File: src/design/bswi_pkg.sv
// Shared constants, types and the key ordering function of the byte sorter.
package bswi_pkg;

    // Capacity of one set and the widths that follow from it.
    localparam int MAX_ITEMS = 64;
    localparam int IDX_W     = $clog2(MAX_ITEMS);
    localparam int CNT_W     = $clog2(MAX_ITEMS + 1);

    // Fixed field widths.
    localparam int KEY_W  = 8;
    localparam int POS_W  = 7;

    // Configuration port.
    localparam int ADDR_W = 4;
    localparam int DATA_W = 32;
    localparam logic [1:0] REG_DESCENDING  = 2'd0;
    localparam logic [1:0] REG_SIGNED_KEYS = 2'd1;
    localparam logic [1:0] REG_WITH_INDEX  = 2'd2;

    // Configuration values seen by the datapath.
    typedef struct packed {
        logic descending;
        logic signed_keys;
        logic with_index;
    } cfg_t;

    // Commands from the controller to the datapath.
    typedef struct packed {
        logic load_en;
        logic sort_en;
        logic sort_phase;
        logic shift_en;
        logic clear_set;
    } cmd_t;

    // Status from the datapath to the controller.
    typedef struct packed {
        logic head_valid;
        logic next_valid;
    } sts_t;

    // True when entry a must be placed after entry b. An empty cell goes
    // after every loaded one; equal keys are ordered by load position.
    function automatic logic comes_after(
        input logic             va,
        input logic [KEY_W-1:0] ka,
        input logic [POS_W-1:0] pa,
        input logic             vb,
        input logic [KEY_W-1:0] kb,
        input logic [POS_W-1:0] pb,
        input logic             desc,
        input logic             sgn
    );
        logic [KEY_W-1:0] ra;
        logic [KEY_W-1:0] rb;
        logic             res;
        ra = ka ^ {sgn, {(KEY_W-1){1'b0}}};
        rb = kb ^ {sgn, {(KEY_W-1){1'b0}}};
        if (desc)
        begin
            ra = ~ra;
            rb = ~rb;
        end
        if (!vb)
        begin
            res = 1'b0;
        end
        else if (!va)
        begin
            res = 1'b1;
        end
        else if (ra != rb)
        begin
            res = (ra > rb);
        end
        else
        begin
            res = (pa > pb);
        end
        return res;
    endfunction

endpackage

File: src/design/byte_sort_with_index_top.sv
// Top level of the byte sorter: configuration registers and block wiring.
//
// The block takes a set of up to 64 byte keys, one key transfer per cycle,
// and after the transfer marked last_key returns the keys in sorted order,
// one result transfer per stored key, each with its 1-based load position
// (or zero when with_index is clear). A set of n keys is loaded, then an
// odd-even exchange network over the row of 64 key cells orders the set,
// then the n results are drained; input is stalled from the final key
// until the last result has been taken. Keys that arrive when 64 are
// stored are dropped and every result of that set shows overflow.
// Configuration is written through the APB port at byte addresses 0
// (descending), 4 (signed_keys) and 8 (with_index) between sets.
module byte_sort_with_index_top
    import bswi_pkg::*;
(
    input  logic              clk,
    input  logic              rst_n,
    input  logic              psel,
    input  logic              penable,
    input  logic              pwrite,
    input  logic [ADDR_W-1:0] paddr,
    input  logic [DATA_W-1:0] pwdata,
    output logic [DATA_W-1:0] prdata,
    output logic              pready,
    input  logic              in_valid,
    output logic              in_stall,
    input  logic [KEY_W-1:0]  key_byte,
    input  logic              last_key,
    output logic              out_valid,
    input  logic              out_stall,
    output logic [KEY_W-1:0]  sorted_key,
    output logic [POS_W-1:0]  origin_index,
    output logic              last_out,
    output logic              overflow
);

    cfg_t cfg_reg;
    logic cfg_write;
    cmd_t cmd;
    sts_t sts;

    assign pready    = 1'b1;
    assign cfg_write = psel && penable && pwrite && pready;

    // Configuration register writes.
    always_ff @(posedge clk or negedge rst_n)
    begin
        if (!rst_n)
        begin
            cfg_reg.descending  <= 1'b0;
            cfg_reg.signed_keys <= 1'b0;
            cfg_reg.with_index  <= 1'b1;
        end
        else if (cfg_write)
        begin
            unique case (paddr[3:2])
                REG_DESCENDING:  cfg_reg.descending  <= pwdata[0];
                REG_SIGNED_KEYS: cfg_reg.signed_keys <= pwdata[0];
                REG_WITH_INDEX:  cfg_reg.with_index  <= pwdata[0];
                default:
                begin
                end
            endcase
        end
    end

    // Configuration register reads.
    always_comb
    begin
        unique case (paddr[3:2])
            REG_DESCENDING:  prdata = DATA_W'(cfg_reg.descending);
            REG_SIGNED_KEYS: prdata = DATA_W'(cfg_reg.signed_keys);
            REG_WITH_INDEX:  prdata = DATA_W'(cfg_reg.with_index);
            default:         prdata = '0;
        endcase
    end

    // Sequencing of load, sort and drain.
    bswi_ctrl u_ctrl (
        .clk       (clk),
        .rst_n     (rst_n),
        .in_valid  (in_valid),
        .last_key  (last_key),
        .out_stall (out_stall),
        .sts       (sts),
        .in_stall  (in_stall),
        .out_valid (out_valid),
        .cmd       (cmd)
    );

    // Key cells and ordering network.
    bswi_datapath u_datapath (
        .clk          (clk),
        .rst_n        (rst_n),
        .cmd          (cmd),
        .cfg          (cfg_reg),
        .key_byte     (key_byte),
        .sts          (sts),
        .sorted_key   (sorted_key),
        .origin_index (origin_index),
        .last_out     (last_out),
        .overflow     (overflow)
    );

endmodule

File: src/design/bswi_ctrl.sv
// Controller of the byte sorter: load, sort and drain sequencing.
module bswi_ctrl
    import bswi_pkg::*;
(
    input  logic clk,
    input  logic rst_n,
    input  logic in_valid,
    input  logic last_key,
    input  logic out_stall,
    input  sts_t sts,
    output logic in_stall,
    output logic out_valid,
    output cmd_t cmd
);

    localparam logic [1:0] ST_LOAD  = 2'd0;
    localparam logic [1:0] ST_SORT  = 2'd1;
    localparam logic [1:0] ST_DRAIN = 2'd2;

    logic [1:0]       state_reg;
    logic [1:0]       state_next;
    logic [IDX_W-1:0] round_reg;
    logic [IDX_W-1:0] round_next;
    logic             load_xfer;
    logic             out_xfer;

    // Handshake decode.
    always_comb
    begin
        in_stall  = (state_reg != ST_LOAD);
        load_xfer = in_valid && !in_stall;
        out_valid = (state_reg == ST_DRAIN) && sts.head_valid;
        out_xfer  = out_valid && !out_stall;
    end

    // Commands to the datapath.
    always_comb
    begin
        cmd.load_en    = load_xfer;
        cmd.sort_en    = (state_reg == ST_SORT);
        cmd.sort_phase = round_reg[0];
        cmd.shift_en   = out_xfer;
        cmd.clear_set  = out_xfer && !sts.next_valid;
    end

    // Next state and sort round.
    always_comb
    begin
        state_next = state_reg;
        round_next = round_reg;
        unique case (state_reg)
            ST_LOAD:
            begin
                round_next = '0;
                if (load_xfer && last_key)
                begin
                    state_next = ST_SORT;
                end
            end
            ST_SORT:
            begin
                round_next = round_reg + IDX_W'(1);
                if (round_reg == IDX_W'(MAX_ITEMS - 1))
                begin
                    state_next = ST_DRAIN;
                end
            end
            ST_DRAIN:
            begin
                if (cmd.clear_set)
                begin
                    state_next = ST_LOAD;
                end
            end
            default:
            begin
                state_next = ST_LOAD;
            end
        endcase
    end

    // State registers.
    always_ff @(posedge clk or negedge rst_n)
    begin
        if (!rst_n)
        begin
            state_reg <= ST_LOAD;
            round_reg <= '0;
        end
        else
        begin
            state_reg <= state_next;
            round_reg <= round_next;
        end
    end

    // The final result transfer reopens the input at the next edge.
    a_reopen: assert property (@(posedge clk) disable iff (!rst_n)
        (out_xfer && !sts.next_valid) |=> (!in_stall && !out_valid))
        else $error("input not reopened after final result");

endmodule

File: src/design/bswi_datapath.sv
// Datapath of the byte sorter: a row of key cells with odd-even exchange.
module bswi_datapath
    import bswi_pkg::*;
(
    input  logic             clk,
    input  logic             rst_n,
    input  cmd_t             cmd,
    input  cfg_t             cfg,
    input  logic [KEY_W-1:0] key_byte,
    output sts_t             sts,
    output logic [KEY_W-1:0] sorted_key,
    output logic [POS_W-1:0] origin_index,
    output logic             last_out,
    output logic             overflow
);

    logic [KEY_W-1:0]     key_reg [MAX_ITEMS];
    logic [KEY_W-1:0]     key_next [MAX_ITEMS];
    logic [POS_W-1:0]     pos_reg [MAX_ITEMS];
    logic [POS_W-1:0]     pos_next [MAX_ITEMS];
    logic [MAX_ITEMS-1:0] vld_reg;
    logic [MAX_ITEMS-1:0] vld_next;
    logic [CNT_W-1:0]     count_reg;
    logic [CNT_W-1:0]     count_next;
    logic                 ovf_reg;
    logic                 ovf_next;
    logic                 full;

    assign full = (count_reg == CNT_W'(MAX_ITEMS));

    // Cell row update: load at the fill point, exchange pairs, or shift out.
    always_comb
    begin
        key_next = key_reg;
        pos_next = pos_reg;
        vld_next = vld_reg;
        if (cmd.load_en && !full)
        begin
            key_next[count_reg[IDX_W-1:0]] = key_byte;
            pos_next[count_reg[IDX_W-1:0]] = POS_W'(count_reg) + POS_W'(1);
            vld_next[count_reg[IDX_W-1:0]] = 1'b1;
        end
        else if (cmd.sort_en)
        begin
            for (int i = 0; i < MAX_ITEMS - 1; i++)
            begin
                if ((i[0] == cmd.sort_phase) &&
                    comes_after(vld_reg[i], key_reg[i], pos_reg[i],
                                vld_reg[i+1], key_reg[i+1], pos_reg[i+1],
                                cfg.descending, cfg.signed_keys))
                begin
                    key_next[i]   = key_reg[i+1];
                    key_next[i+1] = key_reg[i];
                    pos_next[i]   = pos_reg[i+1];
                    pos_next[i+1] = pos_reg[i];
                    vld_next[i]   = vld_reg[i+1];
                    vld_next[i+1] = vld_reg[i];
                end
            end
        end
        else if (cmd.shift_en)
        begin
            for (int i = 0; i < MAX_ITEMS - 1; i++)
            begin
                key_next[i] = key_reg[i+1];
                pos_next[i] = pos_reg[i+1];
            end
            vld_next = {1'b0, vld_reg[MAX_ITEMS-1:1]};
        end
    end

    // Fill count and overflow flag of the current set.
    always_comb
    begin
        count_next = count_reg;
        ovf_next   = ovf_reg;
        if (cmd.clear_set)
        begin
            count_next = '0;
            ovf_next   = 1'b0;
        end
        else if (cmd.load_en)
        begin
            if (full)
            begin
                ovf_next = 1'b1;
            end
            else
            begin
                count_next = count_reg + CNT_W'(1);
            end
        end
    end

    // Key and position cells carry no reset.
    always_ff @(posedge clk)
    begin
        key_reg <= key_next;
        pos_reg <= pos_next;
    end

    // Control state of the cell row.
    always_ff @(posedge clk or negedge rst_n)
    begin
        if (!rst_n)
        begin
            vld_reg   <= '0;
            count_reg <= '0;
            ovf_reg   <= 1'b0;
        end
        else
        begin
            vld_reg   <= vld_next;
            count_reg <= count_next;
            ovf_reg   <= ovf_next;
        end
    end

    // The head cell is the result presented to the output.
    always_comb
    begin
        sts.head_valid = vld_reg[0];
        sts.next_valid = vld_reg[1];
        sorted_key     = key_reg[0];
        origin_index   = cfg.with_index ? pos_reg[0] : '0;
        last_out       = !vld_reg[1];
        overflow       = ovf_reg;
    end

    // The fill count never passes the capacity.
    a_count_max: assert property (@(posedge clk) disable iff (!rst_n)
        count_reg <= CNT_W'(MAX_ITEMS))
        else $error("fill count beyond capacity");

    // Loaded cells always form one block starting at cell zero.
    a_packed: assert property (@(posedge clk) disable iff (!rst_n)
        (vld_reg & (vld_reg + MAX_ITEMS'(1))) == '0)
        else $error("loaded cells not contiguous");

    // Shifting out the final cell leaves the row empty.
    a_empty: assert property (@(posedge clk) disable iff (!rst_n)
        (cmd.shift_en && !vld_reg[1]) |=> (vld_reg == '0))
        else $error("cells remain after final result");

endmodule

File: config.mk
export PLATFORM = sky130hd
export DESIGN_NAME = byte_sort_with_index_top
export DESIGN_NICKNAME = d
export VERILOG_FILES = /design/src/design/bswi_pkg.sv /design/src/design/byte_sort_with_index_top.sv /design/src/design/bswi_ctrl.sv /design/src/design/bswi_datapath.sv
export SDC_FILE = /design/constraint.sdc
export NUM_CORES = 2
export LEC_CHECK = 0
export BUFFER_PORTS_ARGS = -buffer_cell sky130_fd_sc_hd__buf_2
export CORE_ASPECT_RATIO = 1.5
export CORE_MARGIN = 1.5
export CORE_UTILIZATION = 55
export DETAILED_ROUTE_END_ITERATION = 10
export GPL_ROUTABILITY_DRIVEN = 0
export PLACE_DENSITY = 0.72
export SYNTH_ARGS = -nofsm -noshare
export SYNTH_HDL_FRONTEND = slang
export SYNTH_SLANG_ARGS = --single-unit
File: constraint.sdc
create_clock -name clk -period 9.27 [get_ports clk]
set_clock_uncertainty 0.05 [all_clocks]
set_input_delay 2.3175 -clock clk [delete_from_list [all_inputs] [get_ports clk]]
set_output_delay 2.3175 -clock clk [all_outputs]
set_load 0.02 [all_outputs]
After elaboration in Yosys (flattened, before gate mapping)

Index checks and enable logic that the tools add are counted.

Register bits: 1043
Bits in latches: 0
RAM bits: 0
ROM bits: 0
Input port bits: 52
Output and inout port bits: 52
Word-level logic and storage cells: 1574
Memories: 0

Add/subtract/negate cells: 2
Multipliers: 0
Divide/modulo/power cells: 0
Order comparisons: 130
Equal/unequal tests: 137
Shift operators: 0
Multiplexer cells: 818
Bitwise gates (word level): 131
Reductions and logical operators: 157

Operators by type and width:

| operator                                               | count |
|---|---|
| 2-to-1 mux 8 bit                                       | 194 |
| 2-to-1 mux 16 bit                                      | 93 |
| 2-to-1 mux 14 bit                                      | 93 |
| 2-to-1 mux 504 bit                                     | 2 |
| 2-to-1 mux 441 bit                                     | 2 |
| bitwise mux 512 bit                                    | 1 |
| 2-to-1 mux 512 bit                                     | 1 |
| inverter 8 bit                                         | 64 |
| XOR 8 bit                                              | 64 |
| > comparator 8 bit                                     | 63 |
| inequality test 8 bit                                  | 63 |
| bitwise mux 448 bit                                    | 1 |
| 2-to-1 mux 448 bit                                     | 1 |
| > comparator 7 bit                                     | 63 |
| 2-to-1 mux 1 bit                                       | 319 |
| inequality test 4 x 1 -> 1 bit (second input constant) | 62 |
| 2-to-1 mux 2 bit                                       | 96 |
| 2-to-1 mux 64 bit                                      | 3 |
| AND reduction 2 bit                                    | 70 |
| logical AND 1 bit                                      | 73 |
| OR 64 bit                                              | 1 |
| demux 8 bit (select 6 bit)                             | 1 |
| demux 7 bit (select 6 bit)                             | 1 |
| 2-to-1 mux 7 bit                                       | 6 |
| 24 further kinds                                       | 38 |

Depth between registers and ports, before layout

Word-level depth: 107
Gate-level depth with buffers: 14
Depth with buffers taken out: 11

By module

Synthesis repeated with hierarchy kept, for this count alone.

Cell total of the unflattened synthesis: 8371
Area total of the unflattened synthesis: 80196.9 sq um

By module, submodules not included:

| module                   | times used | cells each | area each (sq um) | seq. area each (sq um) |
|---|---|---|---|---|
| bswi_datapath            | 1          | 8274       | 79311.1           | 30629.4 |
| bswi_ctrl                | 1          | 50         | 465.4             | 200.2 |
| byte_sort_with_index_top | 1          | 47         | 420.4             | 76.3 |

Least setup slack after synthesis

OpenSTA, ideal clock, no wires.

Path kind: in2out
Start point: input paddr[2]
End point: output prdata[0]
Arrival: 2.907 ns
Data required time: 6.903 ns
Setup slack: 3.996 ns
Stages on the path: 2
Buffers on the path: 0
Cells stage by stage: mux2i_1 > o21ai_0

Longest elaborated chain between the ends: 2
Elaborated cells between the ends (all ways): 4
Classes of those cells: eq/ne (2); mux (1); reduce/logical (1)

RTL lines:

| what                                  | line                           | text |
|---|---|---|
| start, declared                       | byte_sort_with_index_top.sv:21 | `input logic [ADDR_W-1:0] paddr,` |
| == test 2 bit (tied with other cells) | byte_sort_with_index_top.sv:70 | `unique case (paddr[3:2])` |
| one-hot mux 1 bit (3 select lines) *  | byte_sort_with_index_top.sv:70 |  |
| end, declared                         | byte_sort_with_index_top.sv:23 | `output logic [DATA_W-1:0] prdata,` |

Mark *: on every way between the ends. The rest lies on a longest branch, timed or not.

==> results.md <==
- The checks that failed: DRC.
- The ratio of routed vias to standard cells is 7.03.
- The height of the die is 487 um.
- The slowest library cell on the worst path is nor3b_1.
- The sequential cell area fraction in the yosys report is 0.360.
- In this run the tightest slew margin relative to its limit is 0.0520.
- The wire length of the first global-routing pass is 453000 um.
- The via count of the first global-routing pass is 77700.
- The first-iteration detailed-routing DRC count is 8002.
- The run finished, with violations left.
- The worst reg2reg path startpoint is cfg_reg[2].
- From synthesis to final layout, the design area changed by 5.35%.
- The insertion delay to the later sink of the worst-skew pair is 0.76 ns.
- Along the worst hold path, the cell count comes to 1.
- After floorplanning, the core was divided into 177 placement rows.
- The number of hold buffers added after cts is 0.
- The worst setup path category is in -> reg.
- The kind of end point of the critical path is a flip-flop.
- The final global-route overflow total is 0.
- The floorplan step set the die width to 326 um.
- The number of antenna violations at the first check in global routing is 12.
- The upper clock frequency limit is 172 MHz.
- Once detailed placement completed, the half-perimeter wirelength came to 218000 um.
- The number of setup buffers added after CTS is 0.
- After filler insertion, the fill cell instance count of the layout stands at 13100.
- The post-layout instance area is 90400 um2.
- At the end of the flow, the number of nets in the layout was 9323.
- In this run the remaining antenna-violating nets after routing total 0.
- The top cell types in the final layout, fill and taps aside, are 960 x edfxtp_1, 818 x inv_1, 525 x nand2_1, 471 x nor2_1, 444 x ha_1.
- The total wire length is 301000 um.
- Measured on the finished design, the core utilization comes to 0.583.
- For hold timing, the worst endpoint is u_datapath.vld_reg[44].
- For this run, design rule violations remaining after detail routing come to 1.
- Clock-pin slew was measured on the worst setup and hold paths at 0.07 ns.
- The overall fraction of global-route tracks in use is 0.369.
- After synthesis, the netlist uses 122 different library cells.
- The hold violation count in the final report is 0.
- The kind of start point of the critical path is an input pin.
- The register bit total from synthesis is 1043.
- Broken down by cell family, the worst path's largest delay share belongs to simple AND/OR/NAND/NOR gates.
- Once the clock tree was built, the resizer swapped 0 gates to a different size.
- The worst-case clock buffer depth is 3.
- The final critical-path share of the clock period is 0.628.
- The mapped netlist covers 85800 um2.
- TritonCTS built the clock tree.
- The measured slew at the worst slew-check pin is 1.41 ns.
- The kind of path behind the tightest hold check is reg -> reg.
- The most common flop cell mapped by yosys is edfxtp_1.
- The required time at the endpoint of the critical path is 9.83 ns.
- The arrival time at the worst endpoint is 6.39 ns.
- The full die area is 159000 um2.
- Before CTS, the worst setup slack after placement is 2.97 ns.
- The Yosys step of the flow raised 0 warnings.
- CTS saw 1043 sinks.
- The count of pins over their slew limit came to 0.
- Dividing the detail-routed wire length by the instance count gives 27.4 um.
- Summed over all failing endpoints, the final setup total negative slack is 0 ns.
- 104 I/O pins were placed.
- Entering global routing, the biggest net connects 143 pins.
- In this run the critical register-to-register path is captured at u_datapath.pos_reg[331].
- Subtracting the final worst setup slack from the clock period gives 5.82 ns.
- Counting both buffers and inverters, the worst setup path holds a total of 3.
- The detailed router placed 77200 vias in this run.
- The CTS buffer count is 107.
- The first-pass iteration count of the detailed router is 11.
- Yosys mapped a number of flops with a built-in enable equal to 960.
- The setup slack after layout is 3.45 ns.
- The max capacitance violation total is 0.
- The length in cells of the worst reg-to-reg path is 9.
- The register with the most flip-flops in the layout has 504 of them.
- Setup repair after global routing left no endpoint under its margin.
- The placed instances occupy a cell area of 86700 um2.
- The minimum setup slack among reg-to-reg paths is 4.40 ns.
- The count of input and output buffers is 38.
- The startpoint identified for the worst hold timing path is u_datapath.vld_reg[44].
- The largest fanout on the critical path is 92.
- The count of endpoints failing setup in the final report is 0.
- The most frequent standard cell in the layout excluding fill and tap cells is edfxtp_1.
- The H-tree depth is 3.
- The critical path goes through buf_2 > nor3b_1 > o31a_2 > buf_12 > nand2_1 > buf_4 > nor2_1 > a22o_1 > a21o_1.
- The share of cells above drive strength 1 is 0.0632.
- The area occupied by multi-input gates is 48700 um2.
- The share of synthesized registers carrying an async set or reset is 0.0796.
- In the final layout, flip-flops and latches occupy 30900 um2.
- The effective utilization at floorplan is 0.554.
- In this run the clock root is driven by a clkbuf_16.
- After technology mapping, the gate count stands at 9292.
- The area of the core is 155000 um2.
- The delay contributed by the slowest stage of the critical path is 0.77 ns.
- The average instance area after synthesis is 9.24 um2.
==> layout make-up <==
cell class                 count  area share
inverter                     824      0.0343
sequential                  1043       0.342
timing repair buffer         177      0.0148
clock inverter                67     0.00942
antenna                        5    0.000138
clock buffer                 136      0.0322
multi-input combinational   6673       0.539
tap                         2058      0.0285
==> per-layer routing <==
| metal | routed length (um) | vias up | part of all wire | track usage |
|---|---|---|---|---|
| met5 | 107 | - | 0.00036 | 0 |
| met2 | 145000 | 4432 | 0.48 | 0.630 |
| met4 | 29900 | 16 | 0.099 | 0.324 |
| met3 | 26600 | 1571 | 0.088 | 0.0801 |
| met1 | 99200 | 37300 | 0.33 | 0.382 |
| li1 | - | 33800 | - | - |
==> kinds of logic (layout without fill, tap and decap cells) <==
kind of cell	after synthesis	after routing	share of synthesized area
multiplexers	83	83	0.0178
AO/OA/AOI/OAI	2789	2789	0.239
flip-flops	1043	1043	0.360
AND/OR/NAND/NOR	2548	2548	0.156
XOR/XNOR	339	339	0.0346
other	2	37	0.0000875
adder cells (fa/ha/maj)	882	882	0.116
buffers and inverters	1606	1204	0.0769
==> worst max path at each step <==
stage	start	to	slack, ns	cells past startpoint
6_report	in_valid	u_datapath.key_reg[28]	3.45	9
5_1_grt	in_valid	u_datapath.key_reg[324]	3.53	8
4_1_cts	in_valid	u_datapath.key_reg[325]	3.75	8
3_5_place_dp	in_valid	u_datapath.key_reg[324]	2.97	8
3_3_place_gp	in_valid	u_datapath.key_reg[322]	3.01	8
2_1_floorplan	paddr[2]	prdata[0]	4.00	2
==> through the flow <==
step | hold WS [ns] | std cells
2_1_floorplan | 0.420 | 9322
3_3_place_gp | 0.438 | 10800
3_5_place_dp | 0.441 | 10800
4_1_cts | 0.457 | 11000
5_1_grt | 0.473 | 11000
6_report | 0.461 | 11000
==> cells in the mapped netlist, drive strengths merged, types with 25 or more instances <==
master,instances,area (um2)
xnor2,215,1880
buf,288,1650
a21o,229,1720
o211ai,75,568
a31oi,62,388
nor3,205,1090
a2bb2oi,29,254
a21oi,413,2100
mux4,55,1240
o22ai,49,307
maj3,437,4380
nor4,49,350
nand2b,310,1940
ha,445,5570
a211oi,69,576
a22oi,309,2320
a221oi,26,228
o221ai,25,219
a211o,27,236
and4,26,228
a221o,306,3060
inv,823,3090
o31ai,38,300
dfrtp,82,2050
a22o,201,1760
nor2b,329,2070
nor2,479,1800
o21ai,499,2520
clkbuf,494,1860
nand3,162,811
o311ai,37,332
and3,128,801
and2,61,384
or3,25,156
o2111ai,27,236
a32oi,41,359
nand4,134,838
edfxtp,960,28800
nand2,526,1970
o21a,78,586
xor2,124,1090
Power is left out: the tool's default activity adds up to more than one toggle a clock period on the data nets, which glitch-free logic cannot reach.
